### src/hdl/mpss_pkg.sv
`timescale 1ns / 1ps

package mpss_pkg;

   localparam int VALUE_W    = 16;
   localparam int COORD_W    = 9;
   localparam int SIZE_W     = 9;
   localparam int RSUM_W     = 57;
   localparam int SIZE_RESET = 256;

   typedef enum logic [1:0] {
      OP_LOAD_A = 2'd0,
      OP_LOAD_B = 2'd1,
      OP_QUERY  = 2'd2
   } op_type;

   typedef enum logic [3:0] {
      ST_IDLE,
      ST_LOAD_RD,
      ST_LOAD_WR,
      ST_SETUP,
      ST_QUERY,
      ST_DRAIN,
      ST_CFG_TOTAL,
      ST_CFG_CLAMP,
      ST_CFG_DIV
   } ctrl_state_type;

   typedef struct packed {
      logic capture;
      logic csr_write;
      logic load_read;
      logic load_write;
      logic setup;
      logic issue;
      logic cfg_total;
      logic cfg_clamp;
      logic cfg_step;
   } dp_cmd_type;

   typedef struct packed {
      logic k_last;
      logic pipe_busy;
      logic div_last;
   } dp_status_type;

endpackage

### src/hdl/mpss_ctrl.sv
`timescale 1ns / 1ps

module mpss_ctrl import mpss_pkg::*; (
   input  logic          clock,
   input  logic          reset,
   input  logic          start,
   input  logic [1:0]    req_op,
   input  logic          csr_valid,
   input  dp_status_type status,
   output logic          busy,
   output logic          csr_ready,
   output logic          rsp_strobe,
   output dp_cmd_type    cmd
);

   ctrl_state_type state_ff;
   ctrl_state_type state_in;

   always_ff @(posedge clock) begin
      if (reset) begin
         state_ff <= ST_IDLE;
      end else begin
         state_ff <= state_in;
      end
   end

   always_comb begin
      state_in   = state_ff;
      cmd        = '0;
      busy       = 1'b1;
      csr_ready  = 1'b0;
      rsp_strobe = 1'b0;
      unique case (state_ff)
         ST_IDLE: begin
            busy      = 1'b0;
            csr_ready = !start;
            if (csr_valid && !start) begin
               cmd.csr_write = 1'b1;
               state_in      = ST_CFG_TOTAL;
            end else if (start) begin
               cmd.capture = 1'b1;
               unique case (req_op)
                  OP_LOAD_A, OP_LOAD_B: state_in = ST_LOAD_RD;
                  OP_QUERY:             state_in = ST_SETUP;
                  default:              state_in = ST_IDLE;
               endcase
            end
         end
         ST_LOAD_RD: begin
            cmd.load_read = 1'b1;
            state_in      = ST_LOAD_WR;
         end
         ST_LOAD_WR: begin
            cmd.load_write = 1'b1;
            state_in       = ST_IDLE;
         end
         ST_SETUP: begin
            cmd.setup = 1'b1;
            state_in  = ST_QUERY;
         end
         ST_QUERY: begin
            cmd.issue = 1'b1;
            if (status.k_last) begin
               state_in = ST_DRAIN;
            end
         end
         ST_DRAIN: begin
            if (!status.pipe_busy) begin
               rsp_strobe = 1'b1;
               state_in   = ST_IDLE;
            end
         end
         ST_CFG_TOTAL: begin
            cmd.cfg_total = 1'b1;
            state_in      = ST_CFG_CLAMP;
         end
         ST_CFG_CLAMP: begin
            cmd.cfg_clamp = 1'b1;
            state_in      = ST_CFG_DIV;
         end
         ST_CFG_DIV: begin
            cmd.cfg_step = 1'b1;
            if (status.div_last) begin
               state_in = ST_IDLE;
            end
         end
         default: state_in = ST_IDLE;
      endcase
   end

endmodule

### config.mk
export PLATFORM = sky130hd
export DESIGN_NAME = mpss_ctrl
export DESIGN_NICKNAME = d
export VERILOG_FILES = /design/src/hdl/mpss_pkg.sv /design/src/hdl/mpss_ctrl.sv
export SDC_FILE = /design/constraint.sdc
export NUM_CORES = 1
export LEC_CHECK = 0
export BUFFER_PORTS_ARGS = -buffer_cell sky130_fd_sc_hd__buf_2
export CAP_MARGIN = 5
export CORE_AREA = 4 4 41 43
export DETAILED_ROUTE_END_ITERATION = 7
export DIE_AREA = 0 0 45 47
export GPL_TIMING_DRIVEN = 1
export MAX_ROUTING_LAYER = met4
export SETUP_SLACK_MARGIN = 0.05
export SLEW_MARGIN = 10
export SYNTH_ARGS = -nofsm -noshare
export SYNTH_HDL_FRONTEND = slang
export SYNTH_SLANG_ARGS = --single-unit
export TNS_END_PERCENT = 100
### constraint.sdc
create_clock -name clock -period 3.57 [get_ports clock]
set_clock_uncertainty 0.05 [all_clocks]
set_input_delay 0.1785 -clock clock [delete_from_list [all_inputs] [get_ports clock]]
set_output_delay 0.1785 -clock clock [all_outputs]
set_load 0.02 [all_outputs]
# After elaboration in Yosys (flattened, before gate mapping)
# Cells that the tools add are included.
[classes]
mux = 22
n_eq_ne = 14
reduce_logical = 6
[op_table]
columns = ["operator", "count"]
rows = [
  ["$pmux 4 s8", 1],
  ["$mux 4", 5],
  ["$eq 4x3->1 const B", 4],
  ["$mux 1", 14],
  ["$eq 4x2->1 const B", 2],
  ["$ne 2x2->1 const B", 3],
  ["$eq 4x1->1 const B", 1],
  ["$eq 4x4->1 const B", 1],
  ["$logic_not 4->1", 1],
  ["$pmux 2 s2", 1],
  ["$reduce_and 4->1", 1],
  ["$ne 3x3->1 const B", 1],
  ["$eq 2x1->1 const B", 1],
  ["$eq 2x2->1 const B", 1],
  ["$logic_not 2->1", 1],
  ["$mux 2", 1],
  ["$reduce_or 2->1", 1],
  ["$logic_and 1x1->1", 1],
  ["$logic_not 1->1", 1],
]
[word_totals]
register_bits = 4
elab_cells = 43
out_inout_bits = 12
input_bits = 9

# Depth between registers and ports, before layout
# Gate-level depths: netlist of the first run.
[logic_depth]
depth_word = 6
ltp_mapped = 6
depth_no_buf = 4

# Worst setup path after synthesis of the first run
# Ideal clock, no wire load.
[synth_path]
path_type = "flip-flop to flip-flop"
startpoint = "register state_ff[1]"
endpoint = "register state_ff[1]"
path_stages_with_launch = 7
t_arrival_ns = 1.555
slack_ns = 1.861
synth_period_minus_slack_ns = 1.709
t_required_ns = 3.417
setup_ns = 0.103
path_buffers = 2
path_cell_list = "dfxtp_1 -> buf_6 -> or4_4 -> buf_6 -> nor2_8 -> nand2_2 -> a2111oi_2"
[synth_via]
elab_chain_len = 3
elab_cells_between_ends = 14
cone_classes = "eq/ne: 11; mux: 1; reduce/logical: 2"
[synth_lines]
columns = ["element", "line_no", "text"]
rows = [
  ["start, declared", "mpss_ctrl.sv:16", "ctrl_state_type state_ff;"],
  ["start signal, assigned", "mpss_ctrl.sv:23", "state_ff <= state_in;"],
  ["$eq 4x3->1 (tied with other cells)", "mpss_ctrl.sv:33", "unique case (state_ff)"],
  ["$ne 2x2->1 (no source line) or $ne 3x3->1 (tied branches)", "n/a", ""],
  ["$reduce_and 4->1 (no source line)", "n/a", ""],
]
# Several ways; a longest one is shown, not always the timed one.
# A chain may end at the register's enable or synchronous reset.

==> impl_metrics.tcl, run 1 <==
set metrics [dict create \
    status "finished, final reports clean" \
    post-cts-setup-buffers 0 \
    finalWirelength_um 969 \
    totalNegativeSetupSlack_ps 0 \
    cts.htree.levels 1 \
    registers_with_the_highest_flip_flop_counts "state_ff x4" \
    post-route-period-util_pct 52.5 \
    switching_share_pct 51.3 \
    fin_crit_ps 1870 \
    power_switching_mw 0.217 \
    avgViaCountPerCell 4.88 \
    largest_register_ffs 4 \
    gpl.final_weighted_congestion 0.693 \
    timing.max_slew.rel_slack_pct 66.4 \
    drt_pre_antenna_iters 4 \
    place.detailed.hpwl_um 751 \
    synthCells 53 \
    drv.max_cap_violation_count 0 \
    vias 420 \
    postSynthRegisterBits 4 \
    cts_root_buffer "sky130_fd_sc_hd__clkbuf_4" \
    filler_cell_count 148 \
    area_enclosed_by_the_die_boundary_mm2 0.00212 \
    netlist.top_cell.by_area "sky130_fd_sc_hd__dfxtp_1" \
    post_drt_wl_per_cell_um 11.3 \
    finalHoldViolCount 0 \
    area.growth.synth_to_final_pct 24.0 \
    dieHeight_um 47 \
    detailedRoute.firstIterationViolations 15 \
    netlist_cell_types 30 \
    final_worst_setup_slack_ps 1700 \
    syn_area_per_cell_um2 7.77 \
    design.core.area_mm2 0.00130 \
    global_route.overflow_total 0 \
    pwr-share-clk_pct 14.0 \
    cts_buffer_depth 2 \
    clkTransAtPathRegs_ps 40 \
    ctsResizeCount 0 \
    dp_worst_setup_slack_ps 1820 \
    n_antenna_cell 0 \
    hold_buffers 0 \
    maxClockFrequency_ghz 0.534 \
    register_with_the_highest_flop_count "state_ff" \
    worstMarginPinSlew_ps 503 \
    synth_edf_count 0 \
    cts_inserted_buffers 3 \
    post-route-cell-area_um2 510 \
    critPathCaptureType "output pin" \
    pin_count_of_the_biggest_net_entering_global_routing 12 \
    row_count 13 \
    gr-usage-all-layers_pct 10.9 \
    netlist_area_um2 412 \
    synth-async-reset-ratio_pct 0 \
    critical_path.startpoint_type "flop" \
    final_net_count 82 \
    port_buffers 20 \
    worst_ir_drop_vdd_mv 0.434 \
    boundaryPins 21 \
    syn-num-nets 62 \
    comb_power_share_pct 63.3 \
    critical_path_class "flop to output pin" \
    timing.final.setup_violations 0 \
    initial_utilization_pct 31.6 \
    critical_path_arrival_ps 1640 \
    cp_max_fo 10 \
    chipWidth_um 45 \
    synthFlopType "sky130_fd_sc_hd__dfxtp_1" \
    synth.top_cells.by_area "sky130_fd_sc_hd__dfxtp_1 19%, sky130_fd_sc_hd__nor2_1 8.2%, sky130_fd_sc_hd__buf_6 8.2%, sky130_fd_sc_hd__nor2_8 4.9%, sky130_fd_sc_hd__nor3_1 4.9%" \
    maxSlewViolCount 0 \
    synth_sequential_area_ratio_pct 19.5 \
    placed_cell_area_um2 488 \
    grt_pass1_wl_um 1480 \
    yosysWarningCount 0 \
    power_report.internal_total_mw 0.206 \
    ratio_of_total_power_to_cell_area_mw_per_mm2 830 \
    grt_antenna_before_repair 0 \
    clock_sink_count 4 \
    grt_setup_unrepaired "no" \
    worst_skew_pair.late_latency_ps 250 \
    hp-class "primary input to flop" \
    fraction_of_layout_instances_using_a_drive_strength_above_1_pct 42.3 \
    grt_pass1_vias 344 \
    most_repeated_cell_in_the_gate_level_netlist_after_synthesis "sky130_fd_sc_hd__nor2_1" \
    power.sequential.fraction_pct 22.7 \
    drc 0 \
    crit_required_ps 3340 \
    final_antenna_net_count 0 \
    yosysTopAreaCellShare_pct 19.5 \
    postLayoutCoreUtil_pct 39.2 \
    power_leakage_nw 0.256 \
    ys_top_cells_by_count "9 x sky130_fd_sc_hd__nor2_1, 4 x sky130_fd_sc_hd__dfxtp_1, 4 x sky130_fd_sc_hd__inv_1, 4 x sky130_fd_sc_hd__nor3_1" \
    tritoncts "yes" \
]
## cell usage in the layout, fill, tap and decap left out
cell and count:
sky130_fd_sc_hd__o21bai_1 1, sky130_fd_sc_hd__a21o_1 1, sky130_fd_sc_hd__clkbuf_4 3, sky130_fd_sc_hd__o31ai_1 1, sky130_fd_sc_hd__or3b_2 1, sky130_fd_sc_hd__nor2_1 9
sky130_fd_sc_hd__nor3_2 1, sky130_fd_sc_hd__o31a_1 1, sky130_fd_sc_hd__or2b_1 1, sky130_fd_sc_hd__nor2_8 1, sky130_fd_sc_hd__buf_2 20, sky130_fd_sc_hd__a2111oi_2 1
sky130_fd_sc_hd__o21a_1 1, sky130_fd_sc_hd__nand2_2 1, sky130_fd_sc_hd__a21oi_1 1, sky130_fd_sc_hd__nor4_1 1, sky130_fd_sc_hd__nor2b_1 3, sky130_fd_sc_hd__nand3b_1 1
sky130_fd_sc_hd__or4b_1 1, sky130_fd_sc_hd__or4_4 1, sky130_fd_sc_hd__a221oi_2 1, sky130_fd_sc_hd__nand2_1 1, sky130_fd_sc_hd__o21ai_0 2, sky130_fd_sc_hd__dfxtp_1 4
sky130_fd_sc_hd__inv_1 4, sky130_fd_sc_hd__nand2b_1 2, sky130_fd_sc_hd__nor3_1 4, sky130_fd_sc_hd__nand3_1 1, sky130_fd_sc_hd__o32ai_1 1
## per-layer routing
metal / part of all wire, % / global-route usage [%] / vias to the layer above
met4: 2.4 / 8.77 / 0
met1: 43 / 12.1 / 180
met5: 0 / - / -
met3: 7.5 / 5.75 / 4
li1: - / - / 221
met2: 47 / 14.1 / 15
## cell families (layout without fill, tap and decap cells)
logic type / Yosys count / in the layout / synth area share, %
buffers and inverters: 9 / 27 / 14.0
flip-flops: 4 / 4 / 19.5
AND/OR/NAND/NOR: 29 / 29 / 44.1
AO/OA/AOI/OAI: 11 / 11 / 22.5
## critical path: stages (launching register included)
cell and delay, ps:
sky130_fd_sc_hd__dfxtp_1 380, sky130_fd_sc_hd__or4_4 630, sky130_fd_sc_hd__nor2_8 120, sky130_fd_sc_hd__nand2_2 70, sky130_fd_sc_hd__inv_1 50, sky130_fd_sc_hd__buf_2 150
## layout make-up
class | instances | area (um^2) | share of cell area (%)
timing repair buffer | 20 | 100 | 19.6
sequential | 4 | 80.1 | 15.7
multi-input combinational | 40 | 274 | 53.7
inverter | 4 | 15.0 | 2.94
clock buffer | 3 | 22.5 | 4.41
tap | 15 | 18.8 | 3.68
## power by group through the flow
| stage | sequential [mW] | clock (mW) | combinational (mW) |
|---|---|---|---|
| floorplan | 0.0652 | 0 | 0.266 |
| global placement | 0.0968 | 0 | 0.271 |
| detailed placement | 0.0963 | 0 | 0.270 |
| CTS | 0.0954 | 0.0623 | 0.270 |
| global route | 0.102 | 0.0653 | 0.289 |
| finish | 0.0963 | 0.0593 | 0.268 |
## metrics by stage
stage / hold slack (ps) / total power [mW] / std cells
floorplan: 204 / 0.331 / 53
global placement: 362 / 0.368 / 83
detailed placement: 364 / 0.367 / 83
CTS: 99.7 / 0.428 / 86
global route: 115 / 0.456 / 86
finish: 109 / 0.424 / 86
## final timing paths
kind	from	endpoint	slack (ps)	cells after the start
hold / removal	reset	state_ff[1]	110	2
hold reg to reg	state_ff[3]	state_ff[2]	640	2
setup reg to reg	state_ff[2]	state_ff[0]	1790	4
setup / recovery	state_ff[1]	cmd[7]	1700	5
No activity file was read; power rests on OpenSTA's default activity.
==> inputs of run 2 (changes only) <==
--- a/config.mk
+++ b/config.mk
@@ -5,6 +5,7 @@
 export SDC_FILE = /design/constraint.sdc
 export NUM_CORES = 1
 export LEC_CHECK = 0
+export ABC_AREA = 1
 export BUFFER_PORTS_ARGS = -buffer_cell sky130_fd_sc_hd__buf_2
 export CAP_MARGIN = 5
 export CORE_AREA = 4 4 41 43
==> constraint.sdc (replaced) <==
create_clock -name clock -period 1.5 [get_ports clock]
set_clock_uncertainty 0.05 [all_clocks]
set_input_delay 0.075 -clock clock [delete_from_list [all_inputs] [get_ports clock]]
set_output_delay 0.075 -clock clock [all_outputs]
set_load 0.02 [all_outputs]
==> run 2 against run 1 <==
Net effect:
- clock power grew 130%
- synthesized cell count up 23%
- design area grew 0.25%
- synthesized area fell by 15%
- cell count increased by 21%
- count of clock-buffer cells in the layout unchanged
- first-iteration DRC count decreased by 60%
==> impl_metrics.tcl, run 2 <==
set metrics [dict create \
    n_antenna_cell 0 \
    synth_sequential_area_ratio_pct 22.8 \
    synthFlopType "sky130_fd_sc_hd__dfxtp_1" \
    yosysTopAreaCellShare_pct 22.8 \
    syn-num-nets 74 \
    post-cts-setup-buffers 0 \
    clkTransAtPathRegs_ps 40 \
    cts_inserted_buffers 3 \
    ff2ff_path_depth 6 \
    maxSlewViolCount 0 \
    drt_pre_antenna_iters 5 \
    detailedRoute.firstIterationViolations 6 \
    power_leakage_nw 0.325 \
    gpl.final_weighted_congestion 0.812 \
    critical_path_class "flop to output pin" \
    post-route-period-util_pct 93.0 \
    grt_pass1_vias 426 \
    total_power_mw 0.942 \
    hold_critical_path_endpoint "state_ff[3]" \
    layout_commonest_cell "sky130_fd_sc_hd__buf_2" \
    area.growth.synth_to_final_pct 45.6 \
    final_cell_count_no_fill 104 \
    critical_path.startpoint_type "flop" \
    chipWidth_um 45 \
    reg2reg_to "state_ff[2]" \
    worstReg2RegStart "state_ff[0]" \
    hold_depth 4 \
    dieHeight_um 47 \
    worst_skew_pair.late_latency_ps 240 \
    finalHoldViolCount 0 \
    worst_ir_drop_vdd_mv 0.603 \
    cp_max_fo 6 \
    post_drt_wl_per_cell_um 9.36 \
    ratio_of_total_power_to_cell_area_mw_per_mm2 1840 \
    finalWirelength_um 973 \
    synthCells 65 \
    place_inst 100 \
    synth_edf_count 0 \
    worstMarginPinSlew_ps 253 \
    critPathCaptureType "output pin" \
    drc 0 \
    gr-usage-all-layers_pct 10.6 \
    register_with_the_highest_flop_count "state_ff" \
    grt_pass1_wl_um 1600 \
    global_route.overflow_total 0 \
    most-common-layout-cells "20 x sky130_fd_sc_hd__buf_2, 16 x sky130_fd_sc_hd__inv_1, 14 x sky130_fd_sc_hd__nor2_1" \
    postSynthRegisterBits 4 \
    fraction_of_layout_instances_using_a_drive_strength_above_1_pct 34.8 \
    cts_buffer_depth 2 \
    timing.final.setup_violations 0 \
    crit_required_ps 1370 \
    cts_root_buffer "sky130_fd_sc_hd__clkbuf_4" \
    syn_area_per_cell_um2 5.41 \
    boundaryPins 21 \
    final_net_count 100 \
    netlist_cell_types 14 \
    critical_path_arrival_ps 1270 \
    synth.top_cells.by_area "sky130_fd_sc_hd__dfxtp_1 23%, sky130_fd_sc_hd__inv_1 17%, sky130_fd_sc_hd__nor2_1 16%, sky130_fd_sc_hd__nand3_1 11%, sky130_fd_sc_hd__nand2_1 7.5%" \
    tritoncts "yes" \
    initial_utilization_pct 27.0 \
    registers_with_the_highest_flip_flop_counts "state_ff x4" \
    totalNegativeSetupSlack_ps 0 \
    hp-class "primary input to flop" \
    placed_cell_area_um2 470 \
    final_antenna_net_count 0 \
    timing.max_slew.rel_slack_pct 83.0 \
    pin_count_of_the_biggest_net_entering_global_routing 7 \
    place.detailed.hpwl_um 773 \
    fin_crit_ps 1390 \
    filler_cell_count 154 \
    grt_setup_unrepaired "yes" \
    netlist.top_cell.by_area "sky130_fd_sc_hd__dfxtp_1" \
    design.core.area_mm2 0.00130 \
    row_count 13 \
    largest_register_ffs 4 \
    avgViaCountPerCell 4.37 \
    post-route-cell-area_um2 512 \
    synth-async-reset-ratio_pct 0 \
    maxClockFrequency_ghz 0.717 \
    worst_hold_startpoint "status[0]" \
    most_repeated_cell_in_the_gate_level_netlist_after_synthesis "sky130_fd_sc_hd__inv_1" \
    ys_top_cells_by_count "16 x sky130_fd_sc_hd__inv_1, 15 x sky130_fd_sc_hd__nor2_1, 8 x sky130_fd_sc_hd__nand3_1" \
    grt_antenna_before_repair 0 \
    drv.max_cap_violation_count 0 \
    vias 454 \
    yosysWarningCount 0 \
    cts.htree.levels 1 \
    netlist_area_um2 352 \
    status "finished, final reports clean" \
    postLayoutCoreUtil_pct 39.3 \
    port_buffers 20 \
    clock_sink_count 4 \
    timing.reg2reg.setup_slack_ps 210 \
    area_enclosed_by_the_die_boundary_mm2 0.00212 \
]
run 2: through the flow:
step,hold WS [ps],setup slack (ps)
after floorplan,94.1,213
after global placement,235,196
after detailed placement,240,235
after CTS,97.8,123
after global routing,159,33.7
final,101,105
run 2: kinds of logic (layout without fill, tap and decap cells):
group | count (synthesis) | in the layout | synth area share, %
AND/OR/NAND/NOR | 40 | 40 | 53.4
buffers and inverters | 17 | 41 | 18.1
AO/OA/AOI/OAI | 4 | 4 | 5.69
flip-flops | 4 | 4 | 22.8
run 2: worst max-delay path: stages (launching register included):
cell and delay, ps:
sky130_fd_sc_hd__dfxtp_1 430, sky130_fd_sc_hd__nand2_1 160, sky130_fd_sc_hd__nor4_1 220, sky130_fd_sc_hd__buf_2 220
run 2: worst max-delay path by stage:
stage,startpoint,endpoint,slack (ps),cells past startpoint
global route,state_ff[2],rsp_strobe,30,3
detailed placement,state_ff[1],state_ff[2],240,6
finish,state_ff[2],rsp_strobe,110,3
floorplan,state_ff[0],rsp_strobe,210,2
global placement,state_ff[1],state_ff[2],200,6
CTS,state_ff[2],rsp_strobe,120,3
run 2: layout make-up:
type / count / area [um^2] / area share, %
repair buffers: 21 / 110 / 21.5
clock buffers: 3 / 22.5 / 4.40
flip-flops and latches: 4 / 80.1 / 15.6
well taps: 15 / 18.8 / 3.67
multi-input cells: 44 / 216 / 42.3
inverters: 17 / 63.8 / 12.5
run 2: what timing repair did:
item	CTS	global route
endpoints found under the setup margin	0	5
hold endpoints to repair	3	0
hold buffers	1	0
resized for setup	0	2
run 2: power breakdown:
part	internal, mW	total [mW]	switching, mW
Clock	0.0895	0.134	0.0440
Combinational	0.198	0.604	0.406
Sequential	0.142	0.204	0.0613
Total	0.430	0.942	0.512
run 2: routing by layer:
metal,share of wire [%],up-vias,GRT usage [%]
li1,-,247,-
met1,42,196,11.8
met2,51,9,17.8
met3,4.7,2,1.15
met4,2.2,0,7.02
met5,0,-,-
==> inputs of run 3 (changes only) <==
--- a/config.mk
+++ b/config.mk
@@ -6,7 +6,7 @@
 export NUM_CORES = 1
 export LEC_CHECK = 0
 export ABC_AREA = 1
-export BUFFER_PORTS_ARGS = -buffer_cell sky130_fd_sc_hd__buf_2
+export BUFFER_PORTS_ARGS = -buffer_cell sky130_fd_sc_hd__buf_4
 export CAP_MARGIN = 5
 export CORE_AREA = 4 4 41 43
 export DETAILED_ROUTE_END_ITERATION = 7
==> run 3 against run 2 <==
Net effect:
- non-clock buffer count stayed put
- combinational power is 9.6% higher
- wire length is 3.9% lower
- hold slack better by 9.1 ps
- total power is 7.3% higher
- core utilization is 3.7 points higher
- design area is 9.3% higher
- worst setup slack better by 3.1 ps
- count of clock-buffer cells in the layout stayed put
- clock power hardly changed
- die area stayed put
- largest cell class unchanged
- highest routed layer is now met3
==> impl_metrics.tcl, run 3 (same netlist as run 2, synthesis figures left out) <==
set metrics [dict create \
    grt_use_met2_pct 15.0 \
    finalWirelength_um 935 \
    clkTransAtPathRegs_ps 40 \
    final_antenna_net_count 0 \
    grt_pass1_wl_um 1410 \
    row_count 13 \
    final_net_count 100 \
    post_drt_wl_per_cell_um 8.99 \
    n_antenna_cell 0 \
    dieHeight_um 47 \
    post-cts-setup-buffers 0 \
    final_worst_setup_slack_ps 109 \
    fraction_of_layout_instances_using_a_drive_strength_above_1_pct 33.7 \
    cts.htree.levels 1 \
    critPathCaptureType "output pin" \
    gpl.final_weighted_congestion 0.772 \
    grt_pass1_vias 368 \
    area.growth.synth_to_final_pct 59.1 \
    timing.max_slew.rel_slack_pct 79.9 \
    crit_required_ps 1370 \
    register_with_the_highest_flop_count "state_ff" \
    cts_buffer_depth 2 \
    globalRouteMet1Util_pct 10.7 \
    post-route-period-util_pct 92.8 \
    grt_setup_unrepaired "yes" \
    clock_sink_count 4 \
    fin_crit_ps 1390 \
    registers_with_the_highest_flip_flop_counts "state_ff x4" \
    filler_cell_count 155 \
    drt_pre_antenna_iters 4 \
    initial_utilization_pct 27.0 \
    critical_path.startpoint_type "flop" \
    ratio_of_total_power_to_cell_area_mw_per_mm2 1810 \
    cp_max_fo 6 \
    totalNegativeSetupSlack_ps 0 \
    most-common-layout-cells "20 x sky130_fd_sc_hd__buf_4, 16 x sky130_fd_sc_hd__inv_1, 15 x sky130_fd_sc_hd__nor2_1" \
    grt_antenna_before_repair 0 \
    largest_register_ffs 4 \
    worst_ir_drop_vdd_mv 0.731 \
    worstMarginPinSlew_ps 298 \
    hp-class "primary input to flop" \
    top_usage_layer "met2" \
    critical_path_arrival_ps 1270 \
    avgViaCountPerCell 4.26 \
    drc 0 \
    chipWidth_um 45 \
    boundaryPins 21 \
    dp_worst_setup_slack_ps 227 \
    drv.max_cap_violation_count 0 \
    detailedRoute.firstIterationViolations 7 \
    power_leakage_nw 0.334 \
    timing.final.setup_violations 0 \
    worst_skew_pair.late_latency_ps 240 \
    vias 443 \
    critical_path_class "flop to output pin" \
    layout_commonest_cell "sky130_fd_sc_hd__buf_4" \
    grt_use_met3_pct 2.30 \
    area_enclosed_by_the_die_boundary_mm2 0.00212 \
    gr-usage-all-layers_pct 9.64 \
    status "finished, final reports clean" \
    port_buffers 20 \
    cts_root_buffer "sky130_fd_sc_hd__clkbuf_4" \
    global_route.overflow_total 0 \
    maxSlewViolCount 0 \
    tritoncts "yes" \
    place.detailed.hpwl_um 775 \
    finalHoldViolCount 0 \
    cts_inserted_buffers 3 \
    design.core.area_mm2 0.00130 \
    pin_count_of_the_biggest_net_entering_global_routing 7 \
    maxClockFrequency_ghz 0.719 \
]
-- run 3: what timing repair did --
item	CTS	global route
gates resized for setup	0	2
hold buffers	1	0
hold endpoints to repair	3	0
setup endpoints to repair	0	5
-- run 3: report_power, final --
| group | internal (mW) | switching (mW) | total, mW |
|---|---|---|---|
| logic | 0.257 | 0.405 | 0.662 |
| registers | 0.145 | 0.0656 | 0.211 |
| clock network | 0.0897 | 0.0471 | 0.137 |
-- run 3: metal layers --
layer	vias to the layer above	share of wire, %
met5	-	0
met2	9	48
met3	0	4.9
met1	186	46
met4	0	0
li1	248	-
-- run 3: worst paths after layout --
path,end,slack [ps],cells after the start,start
max reg2reg,state_ff[0],260,7,state_ff[0]
min reg2reg,state_ff[0],550,2,state_ff[0]
max,rsp_strobe,110,3,state_ff[0]
min,state_ff[3],110,4,status[0]
-- run 3: layout make-up --
cell class                 instances  area (um^2)  share of cell area, %
clock buffer                       3         22.5                   4.03
inverter                          17         63.8                   11.4
multi-input combinational         44          213                   38.0
sequential                         4         81.3                   14.5
tap                               15         18.8                   3.36
timing repair buffer              21          160                   28.6
-- run 3: critical path, cell delays in order, from the launching register on --
cell	delay (ps)
sky130_fd_sc_hd__dfxtp_1	470
sky130_fd_sc_hd__inv_2	100
sky130_fd_sc_hd__nor4_1	260
sky130_fd_sc_hd__buf_4	200
-- run 3: metrics by stage --
stage                     hold WS (ps)  power, mW  instances  cell area, um^2  utilization [%]
after detailed placement           222      0.861        100              520             40.0
after CTS                          113       1.01        104              553             42.5
after global routing               135       1.10        104              559             43.0
final                              110       1.01        104              559             43.0
after floorplan                   94.1      0.626         65              352                -
after global placement             217      0.869        100              520             40.0
